File: config.mk
export PLATFORM = sky130hd
export DESIGN_NAME = three_level_ready_queue_flat
export DESIGN_NICKNAME = d
export VERILOG_FILES = /design/src/tlrq_pkg.sv /design/src/tlrq_if.sv /design/src/tlrq_cell.sv /design/src/tlrq_row.sv /design/src/three_level_ready_queue.sv /design/src/flat_wrapper.sv
export SDC_FILE = /design/constraint.sdc
export NUM_CORES = 2
export LEC_CHECK = 0
export BUFFER_PORTS_ARGS = -buffer_cell sky130_fd_sc_hd__buf_2
export CORE_ASPECT_RATIO = 1.75
export CORE_UTILIZATION = 30
export CTS_BUF_LIST = sky130_fd_sc_hd__clkbuf_8
export DETAILED_ROUTE_END_ITERATION = 16
export SYNTH_ARGS = -nofsm -noshare
export SYNTH_HDL_FRONTEND = slang
export SYNTH_SLANG_ARGS = --single-unit
File: constraint.sdc
create_clock -name clk -period 5.3 [get_ports clk]
set_clock_uncertainty 0.05 [all_clocks]
set_input_delay 0 -clock clk [delete_from_list [all_inputs] [get_ports clk]]
set_output_delay 0 -clock clk [all_outputs]
set_load 0.02 [all_outputs]
File: src/tlrq_pkg.sv
`timescale 1ns / 1ps
// ----------------------------------------------------------------------------
// tlrq_pkg
// Shared types and codes for the three-level ready queue: entry layout,
// command and status codes, row commands and row status flags.
// ----------------------------------------------------------------------------
package tlrq_pkg;

    // Field widths fixed by the transaction format
    localparam int ID_W    = 16;
    localparam int PRIO_W  = 4;
    localparam int KIND_W  = 3;
    localparam int CNT_W   = 5;
    localparam int LEVEL_W = 2;
    localparam int NUM_LEVELS = 3;

    // Priority routing thresholds
    localparam logic [PRIO_W-1:0] SYS_MAX_PRIO = 4'd1;
    localparam logic [PRIO_W-1:0] INTER_PRIO   = 4'd2;

    // Level codes
    localparam logic [LEVEL_W-1:0] LVL_SYS   = 2'd0;
    localparam logic [LEVEL_W-1:0] LVL_INTER = 2'd1;
    localparam logic [LEVEL_W-1:0] LVL_BACK  = 2'd2;

    typedef enum logic [1:0] {
        OP_ENQ    = 2'd0,
        OP_DEQ    = 2'd1,
        OP_REMOVE = 2'd2,
        OP_CLEAR  = 2'd3
    } op_t;

    typedef enum logic [1:0] {
        ST_OK        = 2'd0,
        ST_EMPTY     = 2'd1,
        ST_NOT_FOUND = 2'd2,
        ST_FULL      = 2'd3
    } status_t;

    // One queued task
    typedef struct packed {
        logic [ID_W-1:0]   id;
        logic [PRIO_W-1:0] prio;
        logic [KIND_W-1:0] kind;
    } entry_t;

    // Command issued to a row of cells
    typedef enum logic [2:0] {
        CMD_HOLD,
        CMD_PUSH,
        CMD_POP,
        CMD_MARK,
        CMD_COMPACT,
        CMD_CLEAR
    } row_cmd_t;

    // Status flags returned by a row
    typedef struct packed {
        logic empty;
        logic full;
        logic hit;
        logic settled;
    } row_stat_t;

endpackage

File: src/tlrq_if.sv
`timescale 1ns / 1ps
// ----------------------------------------------------------------------------
// tlrq_if
// Valid/ready channels of the ready queue: the command channel and the
// response channel, each with a source and a sink modport.
// ----------------------------------------------------------------------------
interface tlrq_cmd_if;
    logic        valid;
    logic        ready;
    logic [1:0]  op;
    logic [15:0] task_id;
    logic [3:0]  prio;
    logic [2:0]  task_kind;
    logic [1:0]  level;

    modport source (output valid, output op, output task_id, output prio,
                    output task_kind, output level, input ready);
    modport sink   (input valid, input op, input task_id, input prio,
                    input task_kind, input level, output ready);
endinterface

interface tlrq_rsp_if;
    logic        valid;
    logic        ready;
    logic [1:0]  status;
    logic [15:0] out_id;
    logic [3:0]  out_prio;
    logic [2:0]  out_kind;
    logic [4:0]  sys_count;
    logic [4:0]  inter_count;
    logic [4:0]  back_count;

    modport source (output valid, output status, output out_id, output out_prio,
                    output out_kind, output sys_count, output inter_count,
                    output back_count, input ready);
    modport sink   (input valid, input status, input out_id, input out_prio,
                    input out_kind, input sys_count, input inter_count,
                    input back_count, output ready);
endinterface

File: src/tlrq_cell.sv
`timescale 1ns / 1ps
// ----------------------------------------------------------------------------
// tlrq_cell
// One slot of a queue row. Holds an entry and a kill flag, loads on push,
// takes its right neighbor on pop, and during a purge swaps with its
// neighbors so killed slots drift toward the tail.
// ----------------------------------------------------------------------------
module tlrq_cell
    import tlrq_pkg::*;
#(
    parameter int FILL_W = 5,
    parameter int IDX    = 0
)
(
    input  logic              clk,
    input  logic              rst_n,
    input  row_cmd_t          cmd,
    input  logic [FILL_W-1:0] fill,
    input  logic [ID_W-1:0]   id,
    input  entry_t            push_entry,
    input  entry_t            right_entry,
    input  logic              right_kill,
    input  logic              left_kill,
    output entry_t            entry,
    output logic              kill,
    output logic              hit
);

    entry_t entry_reg, entry_next;
    logic   kill_reg, kill_next;
    logic   live;
    logic   id_match;

    assign live     = fill > FILL_W'(IDX);
    assign id_match = entry_reg.id == id;
    assign hit      = live && id_match;

    // Next slot contents
    always_comb
    begin
        entry_next = entry_reg;
        kill_next  = kill_reg;
        case (cmd)
            CMD_PUSH:
            begin
                if (fill == FILL_W'(IDX))
                    entry_next = push_entry;
            end
            CMD_POP:
                entry_next = right_entry;
            CMD_MARK:
                kill_next = !live || id_match;
            CMD_COMPACT:
            begin
                // hole takes a live right neighbor; live slot under a hole gives
                if (kill_reg && !right_kill)
                begin
                    entry_next = right_entry;
                    kill_next  = 1'b0;
                end
                else if (!kill_reg && left_kill)
                begin
                    kill_next = 1'b1;
                end
            end
            default: ;
        endcase
    end

    // Payload, no reset
    always_ff @(posedge clk)
    begin
        entry_reg <= entry_next;
    end

    always_ff @(posedge clk or negedge rst_n)
    begin
        if (!rst_n)
            kill_reg <= 1'b0;
        else
            kill_reg <= kill_next;
    end

    assign entry = entry_reg;
    assign kill  = kill_reg;

endmodule

File: src/tlrq_row.sv
`timescale 1ns / 1ps
// ----------------------------------------------------------------------------
// tlrq_row
// One FIFO level: a chain of cells with the head at cell 0 and a fill
// counter. A purge marks matching entries, then compacts one step per cycle
// while the fill counter walks down over killed slots at the tail.
// ----------------------------------------------------------------------------
module tlrq_row
    import tlrq_pkg::*;
#(
    parameter int DEPTH = 16
)
(
    input  logic                         clk,
    input  logic                         rst_n,
    input  row_cmd_t                     cmd,
    input  logic [ID_W-1:0]              id,
    input  entry_t                       push_entry,
    output entry_t                       head,
    output logic [$clog2(DEPTH+1)-1:0]   fill,
    output row_stat_t                    stat
);

    localparam int FILL_W = $clog2(DEPTH + 1);
    localparam int IDX_W  = $clog2(DEPTH);

    entry_t             entries [DEPTH];
    logic [DEPTH-1:0]   kill_vec;
    logic [DEPTH-1:0]   hit_vec;
    logic [FILL_W-1:0]  fill_reg, fill_next;
    logic [FILL_W-1:0]  fill_m1;
    logic [IDX_W-1:0]   tail_idx;
    logic               tail_kill;
    logic               gaps;

    // Chain of cells
    for (genvar i = 0; i < DEPTH; i++)
    begin : g_cell
        entry_t right_entry;
        logic   right_kill;
        logic   left_kill;

        if (i == DEPTH - 1)
        begin : g_last
            assign right_entry = '0;
            assign right_kill  = 1'b1;
        end
        else
        begin : g_mid
            assign right_entry = entries[i+1];
            assign right_kill  = kill_vec[i+1];
        end

        if (i == 0)
        begin : g_first
            assign left_kill = 1'b0;
        end
        else
        begin : g_rest
            assign left_kill = kill_vec[i-1];
        end

        tlrq_cell #(
            .FILL_W (FILL_W),
            .IDX    (i)
        ) u_cell (
            .clk         (clk),
            .rst_n       (rst_n),
            .cmd         (cmd),
            .fill        (fill_reg),
            .id          (id),
            .push_entry  (push_entry),
            .right_entry (right_entry),
            .right_kill  (right_kill),
            .left_kill   (left_kill),
            .entry       (entries[i]),
            .kill        (kill_vec[i]),
            .hit         (hit_vec[i])
        );
    end

    // Tail slot during a purge
    assign fill_m1   = fill_reg - 1'b1;
    assign tail_idx  = fill_m1[IDX_W-1:0];
    assign tail_kill = (fill_reg != '0) && kill_vec[tail_idx];

    // A hole still sits in front of a live slot
    assign gaps = |(kill_vec[DEPTH-2:0] & ~kill_vec[DEPTH-1:1]);

    // Fill counter
    always_comb
    begin
        fill_next = fill_reg;
        case (cmd)
            CMD_PUSH:
            begin
                if (fill_reg != FILL_W'(DEPTH))
                    fill_next = fill_reg + 1'b1;
            end
            CMD_POP:
            begin
                if (fill_reg != '0)
                    fill_next = fill_m1;
            end
            CMD_COMPACT:
            begin
                if (tail_kill)
                    fill_next = fill_m1;
            end
            CMD_CLEAR:
                fill_next = '0;
            default: ;
        endcase
    end

    always_ff @(posedge clk or negedge rst_n)
    begin
        if (!rst_n)
            fill_reg <= '0;
        else
            fill_reg <= fill_next;
    end

    assign head         = entries[0];
    assign fill         = fill_reg;
    assign stat.empty   = fill_reg == '0;
    assign stat.full    = fill_reg == FILL_W'(DEPTH);
    assign stat.hit     = |hit_vec;
    assign stat.settled = !gaps && !tail_kill;

endmodule

File: src/three_level_ready_queue.sv
`timescale 1ns / 1ps
// ----------------------------------------------------------------------------
// three_level_ready_queue
// Three FIFO ready queues (system, interactive, background) of task entries.
// ----------------------------------------------------------------------------
// Usage:
//   cmd carries one command per transaction: enqueue (routed by priority,
//   0..1 system, 2 interactive, 3..15 background), dequeue from a level,
//   remove every entry with a task id, or clear all queues.
//   rsp returns exactly one transaction per command with the status, the
//   dequeued entry (zero otherwise) and the three occupancy counts after
//   the command.
//   Enqueue, dequeue and clear go through S_EXEC, which applies the command
//   to the rows of cells, then S_RESULT, which loads the response register;
//   a new command is taken in S_RESULT. Remove also passes through S_PURGE,
//   which compacts one step at a time until the killed slots reach the tail;
//   the neighbor-to-neighbor shift in the cell chain sets how long that takes.
//   The response register decouples the sides: a finished response waits
//   there while the next command is accepted; when rsp stalls with a
//   response held and another finished, cmd is held off until it drains.
//   Reset empties all three queues and drops any pending response.
// ----------------------------------------------------------------------------
module three_level_ready_queue
    import tlrq_pkg::*;
#(
    parameter int QUEUE_DEPTH = 16
)
(
    input  logic         clk,
    input  logic         rst_n,
    tlrq_cmd_if.sink     cmd,
    tlrq_rsp_if.source   rsp
);

    localparam int FILL_W = $clog2(QUEUE_DEPTH + 1);

    typedef enum logic [1:0] {
        S_IDLE,
        S_EXEC,
        S_PURGE,
        S_RESULT
    } state_t;

    state_t                state_reg;
    op_t                   op_reg;
    logic [ID_W-1:0]       id_reg;
    logic [PRIO_W-1:0]     prio_reg;
    logic [KIND_W-1:0]     kind_reg;
    logic [LEVEL_W-1:0]    level_reg;
    status_t               status_reg;
    entry_t                pend_reg;

    logic                  out_valid_reg;
    status_t               out_status_reg;
    entry_t                out_entry_reg;
    logic [CNT_W-1:0]      sys_cnt_reg;
    logic [CNT_W-1:0]      inter_cnt_reg;
    logic [CNT_W-1:0]      back_cnt_reg;

    row_cmd_t              row_cmd  [NUM_LEVELS];
    entry_t                row_head [NUM_LEVELS];
    logic [FILL_W-1:0]     row_fill [NUM_LEVELS];
    row_stat_t             row_stat [NUM_LEVELS];

    entry_t                push_entry;
    logic [LEVEL_W-1:0]    target;
    logic                  in_ready;
    logic                  in_fire;
    logic                  out_free;
    logic                  any_hit;
    logic                  all_settled;
    status_t               exec_status;
    entry_t                exec_entry;

    // Handshake
    assign out_free = !out_valid_reg || rsp.ready;
    assign in_ready = (state_reg == S_IDLE) || ((state_reg == S_RESULT) && out_free);
    assign in_fire  = cmd.valid && in_ready;
    assign cmd.ready = in_ready;

    // Enqueue routing by priority
    always_comb
    begin
        if (prio_reg <= SYS_MAX_PRIO)
            target = LVL_SYS;
        else if (prio_reg == INTER_PRIO)
            target = LVL_INTER;
        else
            target = LVL_BACK;
    end

    assign push_entry  = '{id: id_reg, prio: prio_reg, kind: kind_reg};
    assign any_hit     = row_stat[0].hit || row_stat[1].hit || row_stat[2].hit;
    assign all_settled = row_stat[0].settled && row_stat[1].settled
                         && row_stat[2].settled;

    // Row commands
    always_comb
    begin
        for (int r = 0; r < NUM_LEVELS; r++)
        begin
            row_cmd[r] = CMD_HOLD;
            if (state_reg == S_EXEC)
            begin
                case (op_reg)
                    OP_ENQ:
                    begin
                        if (target == LEVEL_W'(r) && !row_stat[r].full)
                            row_cmd[r] = CMD_PUSH;
                    end
                    OP_DEQ:
                    begin
                        if (level_reg == LEVEL_W'(r) && !row_stat[r].empty)
                            row_cmd[r] = CMD_POP;
                    end
                    OP_REMOVE:
                        row_cmd[r] = CMD_MARK;
                    default:
                        row_cmd[r] = CMD_CLEAR;
                endcase
            end
            else if (state_reg == S_PURGE)
            begin
                row_cmd[r] = CMD_COMPACT;
            end
        end
    end

    // Status and entry of the command being applied
    always_comb
    begin
        exec_status = ST_OK;
        exec_entry  = '0;
        case (op_reg)
            OP_ENQ:
            begin
                for (int r = 0; r < NUM_LEVELS; r++)
                begin
                    if (target == LEVEL_W'(r) && row_stat[r].full)
                        exec_status = ST_FULL;
                end
            end
            OP_DEQ:
            begin
                // level three has no queue and reads as empty
                exec_status = ST_EMPTY;
                for (int r = 0; r < NUM_LEVELS; r++)
                begin
                    if (level_reg == LEVEL_W'(r) && !row_stat[r].empty)
                    begin
                        exec_status = ST_OK;
                        exec_entry  = row_head[r];
                    end
                end
            end
            OP_REMOVE:
            begin
                if (!any_hit)
                    exec_status = ST_NOT_FOUND;
            end
            default: ;
        endcase
    end

    // Queue rows
    for (genvar r = 0; r < NUM_LEVELS; r++)
    begin : g_row
        tlrq_row #(
            .DEPTH (QUEUE_DEPTH)
        ) u_row (
            .clk        (clk),
            .rst_n      (rst_n),
            .cmd        (row_cmd[r]),
            .id         (id_reg),
            .push_entry (push_entry),
            .head       (row_head[r]),
            .fill       (row_fill[r]),
            .stat       (row_stat[r])
        );
    end

    // Sequencer and response register
    always_ff @(posedge clk or negedge rst_n)
    begin
        if (!rst_n)
        begin
            state_reg     <= S_IDLE;
            out_valid_reg <= 1'b0;
        end
        else
        begin
            // drained response; a new one loaded in S_RESULT keeps it set
            if (out_valid_reg && rsp.ready && (state_reg != S_RESULT))
                out_valid_reg <= 1'b0;

            if (in_fire)
            begin
                op_reg    <= op_t'(cmd.op);
                id_reg    <= cmd.task_id;
                prio_reg  <= cmd.prio;
                kind_reg  <= cmd.task_kind;
                level_reg <= cmd.level;
            end

            unique case (state_reg)
                S_IDLE:
                begin
                    if (in_fire)
                        state_reg <= S_EXEC;
                end
                S_EXEC:
                begin
                    status_reg <= exec_status;
                    pend_reg   <= exec_entry;
                    if (op_reg == OP_REMOVE)
                        state_reg <= S_PURGE;
                    else
                        state_reg <= S_RESULT;
                end
                S_PURGE:
                begin
                    if (all_settled)
                        state_reg <= S_RESULT;
                end
                S_RESULT:
                begin
                    if (out_free)
                    begin
                        out_valid_reg  <= 1'b1;
                        out_status_reg <= status_reg;
                        out_entry_reg  <= pend_reg;
                        sys_cnt_reg    <= CNT_W'(row_fill[0]);
                        inter_cnt_reg  <= CNT_W'(row_fill[1]);
                        back_cnt_reg   <= CNT_W'(row_fill[2]);
                        state_reg      <= in_fire ? S_EXEC : S_IDLE;
                    end
                end
                default:
                    state_reg <= S_IDLE;
            endcase
        end
    end

    assign rsp.valid       = out_valid_reg;
    assign rsp.status      = out_status_reg;
    assign rsp.out_id      = out_entry_reg.id;
    assign rsp.out_prio    = out_entry_reg.prio;
    assign rsp.out_kind    = out_entry_reg.kind;
    assign rsp.sys_count   = sys_cnt_reg;
    assign rsp.inter_count = inter_cnt_reg;
    assign rsp.back_count  = back_cnt_reg;

endmodule
File: src/flat_wrapper.sv
// flat-port wrapper written by rule: the top's interface ports become plain ports
module three_level_ready_queue_flat import tlrq_pkg::*;
#(
    parameter int QUEUE_DEPTH = 16
)
  (clk, rst_n, cmd_valid, cmd_op, cmd_task_id, cmd_prio, cmd_task_kind, cmd_level, cmd_ready, rsp_valid, rsp_status, rsp_out_id, rsp_out_prio, rsp_out_kind, rsp_sys_count, rsp_inter_count, rsp_back_count, rsp_ready);
  tlrq_cmd_if cmd_i ();
  tlrq_rsp_if rsp_i ();
  input  logic clk;
  input  logic rst_n;
  input wire logic [$bits(cmd_i.valid)-1:0] cmd_valid;
  input wire logic [$bits(cmd_i.op)-1:0] cmd_op;
  input wire logic [$bits(cmd_i.task_id)-1:0] cmd_task_id;
  input wire logic [$bits(cmd_i.prio)-1:0] cmd_prio;
  input wire logic [$bits(cmd_i.task_kind)-1:0] cmd_task_kind;
  input wire logic [$bits(cmd_i.level)-1:0] cmd_level;
  output wire logic [$bits(cmd_i.ready)-1:0] cmd_ready;
  output wire logic [$bits(rsp_i.valid)-1:0] rsp_valid;
  output wire logic [$bits(rsp_i.status)-1:0] rsp_status;
  output wire logic [$bits(rsp_i.out_id)-1:0] rsp_out_id;
  output wire logic [$bits(rsp_i.out_prio)-1:0] rsp_out_prio;
  output wire logic [$bits(rsp_i.out_kind)-1:0] rsp_out_kind;
  output wire logic [$bits(rsp_i.sys_count)-1:0] rsp_sys_count;
  output wire logic [$bits(rsp_i.inter_count)-1:0] rsp_inter_count;
  output wire logic [$bits(rsp_i.back_count)-1:0] rsp_back_count;
  input wire logic [$bits(rsp_i.ready)-1:0] rsp_ready;
  assign cmd_i.valid = cmd_valid;
  assign cmd_i.op = cmd_op;
  assign cmd_i.task_id = cmd_task_id;
  assign cmd_i.prio = cmd_prio;
  assign cmd_i.task_kind = cmd_task_kind;
  assign cmd_i.level = cmd_level;
  assign cmd_ready = cmd_i.ready;
  assign rsp_valid = rsp_i.valid;
  assign rsp_status = rsp_i.status;
  assign rsp_out_id = rsp_i.out_id;
  assign rsp_out_prio = rsp_i.out_prio;
  assign rsp_out_kind = rsp_i.out_kind;
  assign rsp_sys_count = rsp_i.sys_count;
  assign rsp_inter_count = rsp_i.inter_count;
  assign rsp_back_count = rsp_i.back_count;
  assign rsp_i.ready = rsp_ready;
  three_level_ready_queue #(.QUEUE_DEPTH(QUEUE_DEPTH)) u_core (.clk(clk), .rst_n(rst_n), .cmd(cmd_i), .rsp(rsp_i));
endmodule
==> parameters.txt <==
Parameter                              Value

Timing
  Period minus WS final    around 4.3 ns
  Maximum frequency from static timing analysis    230.9 MHz
  Sum Neg Setup Slack    0 ns
  Actual slew at the worst max-slew pin    1.298 ns
  Number of pins exceeding their max-slew limit in the final report    0
  Post-route clock period utilization    81.71%
  Hold Worst Slack    0.1148 ns
  Final count of negative-setup-slack endpoints    0
  Tightest slew margin relative to the limit    13.39%
  Final number of hold-violating endpoints    0
  Unrepaired setup endpoints after global routing    false

Final layout
  Flip-flop count of the largest register, all copies and words added    around 1.1k
  Area added between synthesis and finish    12.55%
  NumNets Final    between 5k and 6k
  Fraction of layout instances using a drive strength above 1    9.356%

Detailed routing
  Average via count per standard cell    approximately 5.1
  DRC Markers    0
  Wire length reported by the detailed router    about 200 mm
  Average wire length per cell after detail routing    23.59 um
  Count of TritonRoute iterations in the first routing pass    12
  Remaining number of nets flagged by the antenna check after routing    0
  Initial DRC Count    3902
  Total number of vias    43.71k

Synth
  Post-Syn Instances    5665
  Share of synthesized cell area in and, or, nand and nor gates    19.13%
  Ys flop type    sky130_fd_sc_hd__edfxtp_1
  Share of the synthesized area in the top cell type    58.67%
  Sequential element share of the synthesized area    61.37%
  Largest family of logic cells by synthesized area    simple AND/OR/NAND/NOR gates
  Warnings, synthesis    0
  Number of enable flip-flop cells after synthesis    1196
  Syn Std Cell Area    61210 sq um
  Synth Area in Adders    less than 1%
  Number of different library cells in the post-synthesis netlist    85
  Net count of the mapped netlist    5719
  Parity-gate share of the synthesized area counting xor and xnor cells    11.07%
  Library cell with the largest summed area after synthesis    sky130_fd_sc_hd__edfxtp_1
  Flops & latches, synth    1262
  Mean instance size in the synthesized netlist    10.81 sq um
  Top cells by area, synth    sky130_fd_sc_hd__edfxtp_1, sky130_fd_sc_hd__nand2_1, sky130_fd_sc_hd__xor2_1
  Multiplexer fraction of the synthesized cell area    0.5928%
  Share of synthesized flip-flops with an asynchronous set or reset    5.230%
  Area fraction in compound gates after synthesis    4.180%

Worst hold path
  Worst Min Path Start    cmd_valid
  Class of the worst hold path    input pin to register
  Number of stages on the worst hold path    6
  Hold-critical path endpoint    u_core.state_reg[0]

Clock network
  Max H-tree Level    4
  Cts bufs inserted    roughly 190
  Worst-skew pair later-pin latency    0.91 ns
  Root buffer cell    sky130_fd_sc_hd__clkbuf_8
  Clk buf depth    4
  Post-cts resize count    0
  Clock transition at path regs    0.07 ns
  CTS tree    built
  CTS sink count    1262

Critical path
  Worst path buffer plus inverter count    2
  Classification of the worst setup path    register to register
  Register-to-Register Setup Slack    just under 1 ns
  Reg2reg path depth    8
  Category of cells accounting for the largest share of critical-path delay    simple AND/OR/NAND/NOR gates
  Startpoint type of the worst setup path    register
  Data arrival at the endpoint of the critical path    4.97 ns
  Reg-to-Reg End    u_core.g_row[1].u_row.g_cell[11].u_cell.entry[19]
  Critical Path Fanout Max    30
  Worst Path Required    5.94 ns
  Launching point of the worst reg2reg path    u_core.g_row[1].u_row.fill[0]
  Critical-path top delay cell    sky130_fd_sc_hd__nand2_1
  Crit path cell chain    inv_1, ha_1, nor4b_4, nor4b_4, buf_4, nor2_2, nand2_1, nand2_1
  Total stage count of the critical path    8
  CP max stage delay    0.97 ns
  Kind of end point of the critical path    register

Place
  HPWL after DPL    134.8 mm
  Port buffer count    72
  Routability-driven placement congestion ratio    0.9415

Pwr
  Static power due to leakage    25.84 nW
  Power Dens Cells    between 600 and 700 nW/um^2
  Max rail drop VDD    0.4327 mV

Floorplanning
  Standard-cell row count    219
  Effective utilization at floorplan    30.15%
  Die Outline Area    205900 sq um
  Core area    between 200000 and 250000 sq um
  Die span in y    599.6 um
  Die outline width    343.5 um
  Ports    73

GRT
  Vias in the first global route    44.19k
  Global route overflow    0
  Antenna violations before repair    9
  Largest net degree at the start of global routing    ~190
  GRT Total Usage    19.11%
  First-pass GRT wire length    between 200 and 300 mm

Flow run
  Max-capacitance violation count    0

Outcome
  Outcome    complete, no violations
-- stage by stage --
step	cell area (sq um)	instances	total power, mW	setup slack (ns)	util (%)
2_1_floorplan	61210	5665	30.11	0.9915	-
5_1_grt	68890	8556	46.41	0.6161	33.93
3_3_place_gp	64960	8175	36.33	1.172	31.99
4_1_cts	68880	8551	44.34	1.036	33.92
3_5_place_dp	64960	8175	36.73	1.060	31.99
6_report	68900	8557	44.33	0.9692	33.93
-- metal layers --
layer  track usage (%)  share of wire, %
met1             19.55                34
met2             34.88                52
met3             3.112               6.0
met4             13.81               7.9
met5                 0            0.0050
-- power breakdown --
| part | switching [mW] | leakage [nW] | internal [mW] |
|---|---|---|---|
| combinational | 11.5 | 12.1 | 5.02 |
| clock | 3.93 | 1.85 | 3.59 |
| sequential | 2.95 | 11.9 | 17.4 |
| total | 18.4 | 25.8 | 26.0 |
-- synth_stat cells, drive strengths merged (2+ instances only) --
master      n
a21oi     109
nor4b       4
o21a        6
a221oi     16
nand3b      4
nor3b       5
clkbuf    178
xnor2     290
nor3       25
nand2b     50
a22oi      34
nor2       77
mux4       14
o21ai      92
o22ai      43
inv        24
o2bb2ai     2
nor4      142
and3       10
xor2      484
nand4     111
a21o        7
ha         23
o32ai       5
a211oi     17
nor2b      50
nand2    2248
or3         3
o2111ai     3
o221ai      2
a31oi      30
o31ai       6
a22o        4
and2       27
o221a       5
a41oi       3
edfxtp   1196
or2        13
a21boi      4
buf       188
nand3      22
dfrtp      66
mux2        2
-- worst register-to-register path, stage by stage, from the launching register on --
cell and delay (ns):
sky130_fd_sc_hd__dfrtp_1 0.60, sky130_fd_sc_hd__inv_1 0.28, sky130_fd_sc_hd__ha_1 0.24, sky130_fd_sc_hd__nor4b_4 0.40, sky130_fd_sc_hd__nor4b_4 0.09, sky130_fd_sc_hd__buf_4 0.25
sky130_fd_sc_hd__nor2_2 0.98, sky130_fd_sc_hd__nand2_1 0.97, sky130_fd_sc_hd__nand2_1 0.26
-- cells in the final DEF, fill, tap and decap left out, types with 9 or more instances in the layout --
cell / instances
sky130_fd_sc_hd__a211oi_1: 9
sky130_fd_sc_hd__nand3_1: 22
sky130_fd_sc_hd__nand2b_1: 50
sky130_fd_sc_hd__clkinv_1: 47
sky130_fd_sc_hd__nand2_1: 2247
sky130_fd_sc_hd__nor2b_1: 50
sky130_fd_sc_hd__dlygate4sd3_1: 60
sky130_fd_sc_hd__a21oi_1: 79
sky130_fd_sc_hd__or2_2: 11
sky130_fd_sc_hd__ha_1: 22
sky130_fd_sc_hd__inv_1: 68
sky130_fd_sc_hd__o21ai_0: 90
sky130_fd_sc_hd__clkbuf_8: 192
sky130_fd_sc_hd__edfxtp_1: 1196
sky130_fd_sc_hd__xnor2_1: 290
sky130_fd_sc_hd__xor2_1: 484
sky130_fd_sc_hd__buf_4: 126
sky130_fd_sc_hd__a21oi_2: 29
sky130_fd_sc_hd__buf_2: 72
sky130_fd_sc_hd__a31oi_1: 30
sky130_fd_sc_hd__and2_1: 26
sky130_fd_sc_hd__nor4_1: 141
sky130_fd_sc_hd__a22oi_1: 34
sky130_fd_sc_hd__nand4_1: 111
sky130_fd_sc_hd__clkinv_2: 20
sky130_fd_sc_hd__nor2_1: 74
sky130_fd_sc_hd__buf_12: 27
sky130_fd_sc_hd__mux4_2: 10
sky130_fd_sc_hd__o22ai_1: 43
sky130_fd_sc_hd__and3_1: 9
sky130_fd_sc_hd__nor3_1: 20
sky130_fd_sc_hd__dfrtp_1: 66
-- cells by family (layout without fill, tap and decap cells) --
logic type	count (synthesis)	count (layout)
simple gates	2795	2795
flops	1262	1262
xor+xnor	774	774
compound gates	402	402
buf+inv	391	626
fa+ha+maj	24	24
mux	17	17
other cells	0	5
-- layout make-up --
class	count	area (sq um)
fill	20165	134100
inverter	25	93.84
timing repair buffer	286	2475
clock inverter	123	650.6
sequential	1262	37570
tap	2652	3318
multi-input combinational	4012	22140
antenna	5	12.51
clock buffer	192	2643
-- repair_timing --
action / 4_1_cts / 5_1_grt
hold buffers: 61 / 0
setup buffers: 0 / 0
hold endpoints to repair: 123 / 0
-- worst max path at each step --
stage                                                        endpoint  slack [ns]                          start
floorplan             u_core.g_row[0].u_row.g_cell[6].u_cell.entry[0]        0.99  u_core.g_row[0].u_row.fill[0]
global placement     u_core.g_row[1].u_row.g_cell[7].u_cell.entry[19]        1.17  u_core.g_row[1].u_row.fill[0]
CTS                 u_core.g_row[1].u_row.g_cell[11].u_cell.entry[19]        1.04  u_core.g_row[1].u_row.fill[0]
global route         u_core.g_row[1].u_row.g_cell[7].u_cell.entry[19]        0.62  u_core.g_row[1].u_row.fill[0]
detailed placement   u_core.g_row[1].u_row.g_cell[7].u_cell.entry[19]        1.06  u_core.g_row[1].u_row.fill[0]
finish              u_core.g_row[1].u_row.g_cell[11].u_cell.entry[19]        0.97  u_core.g_row[1].u_row.fill[0]
Power figures use the tool's default switching activity.
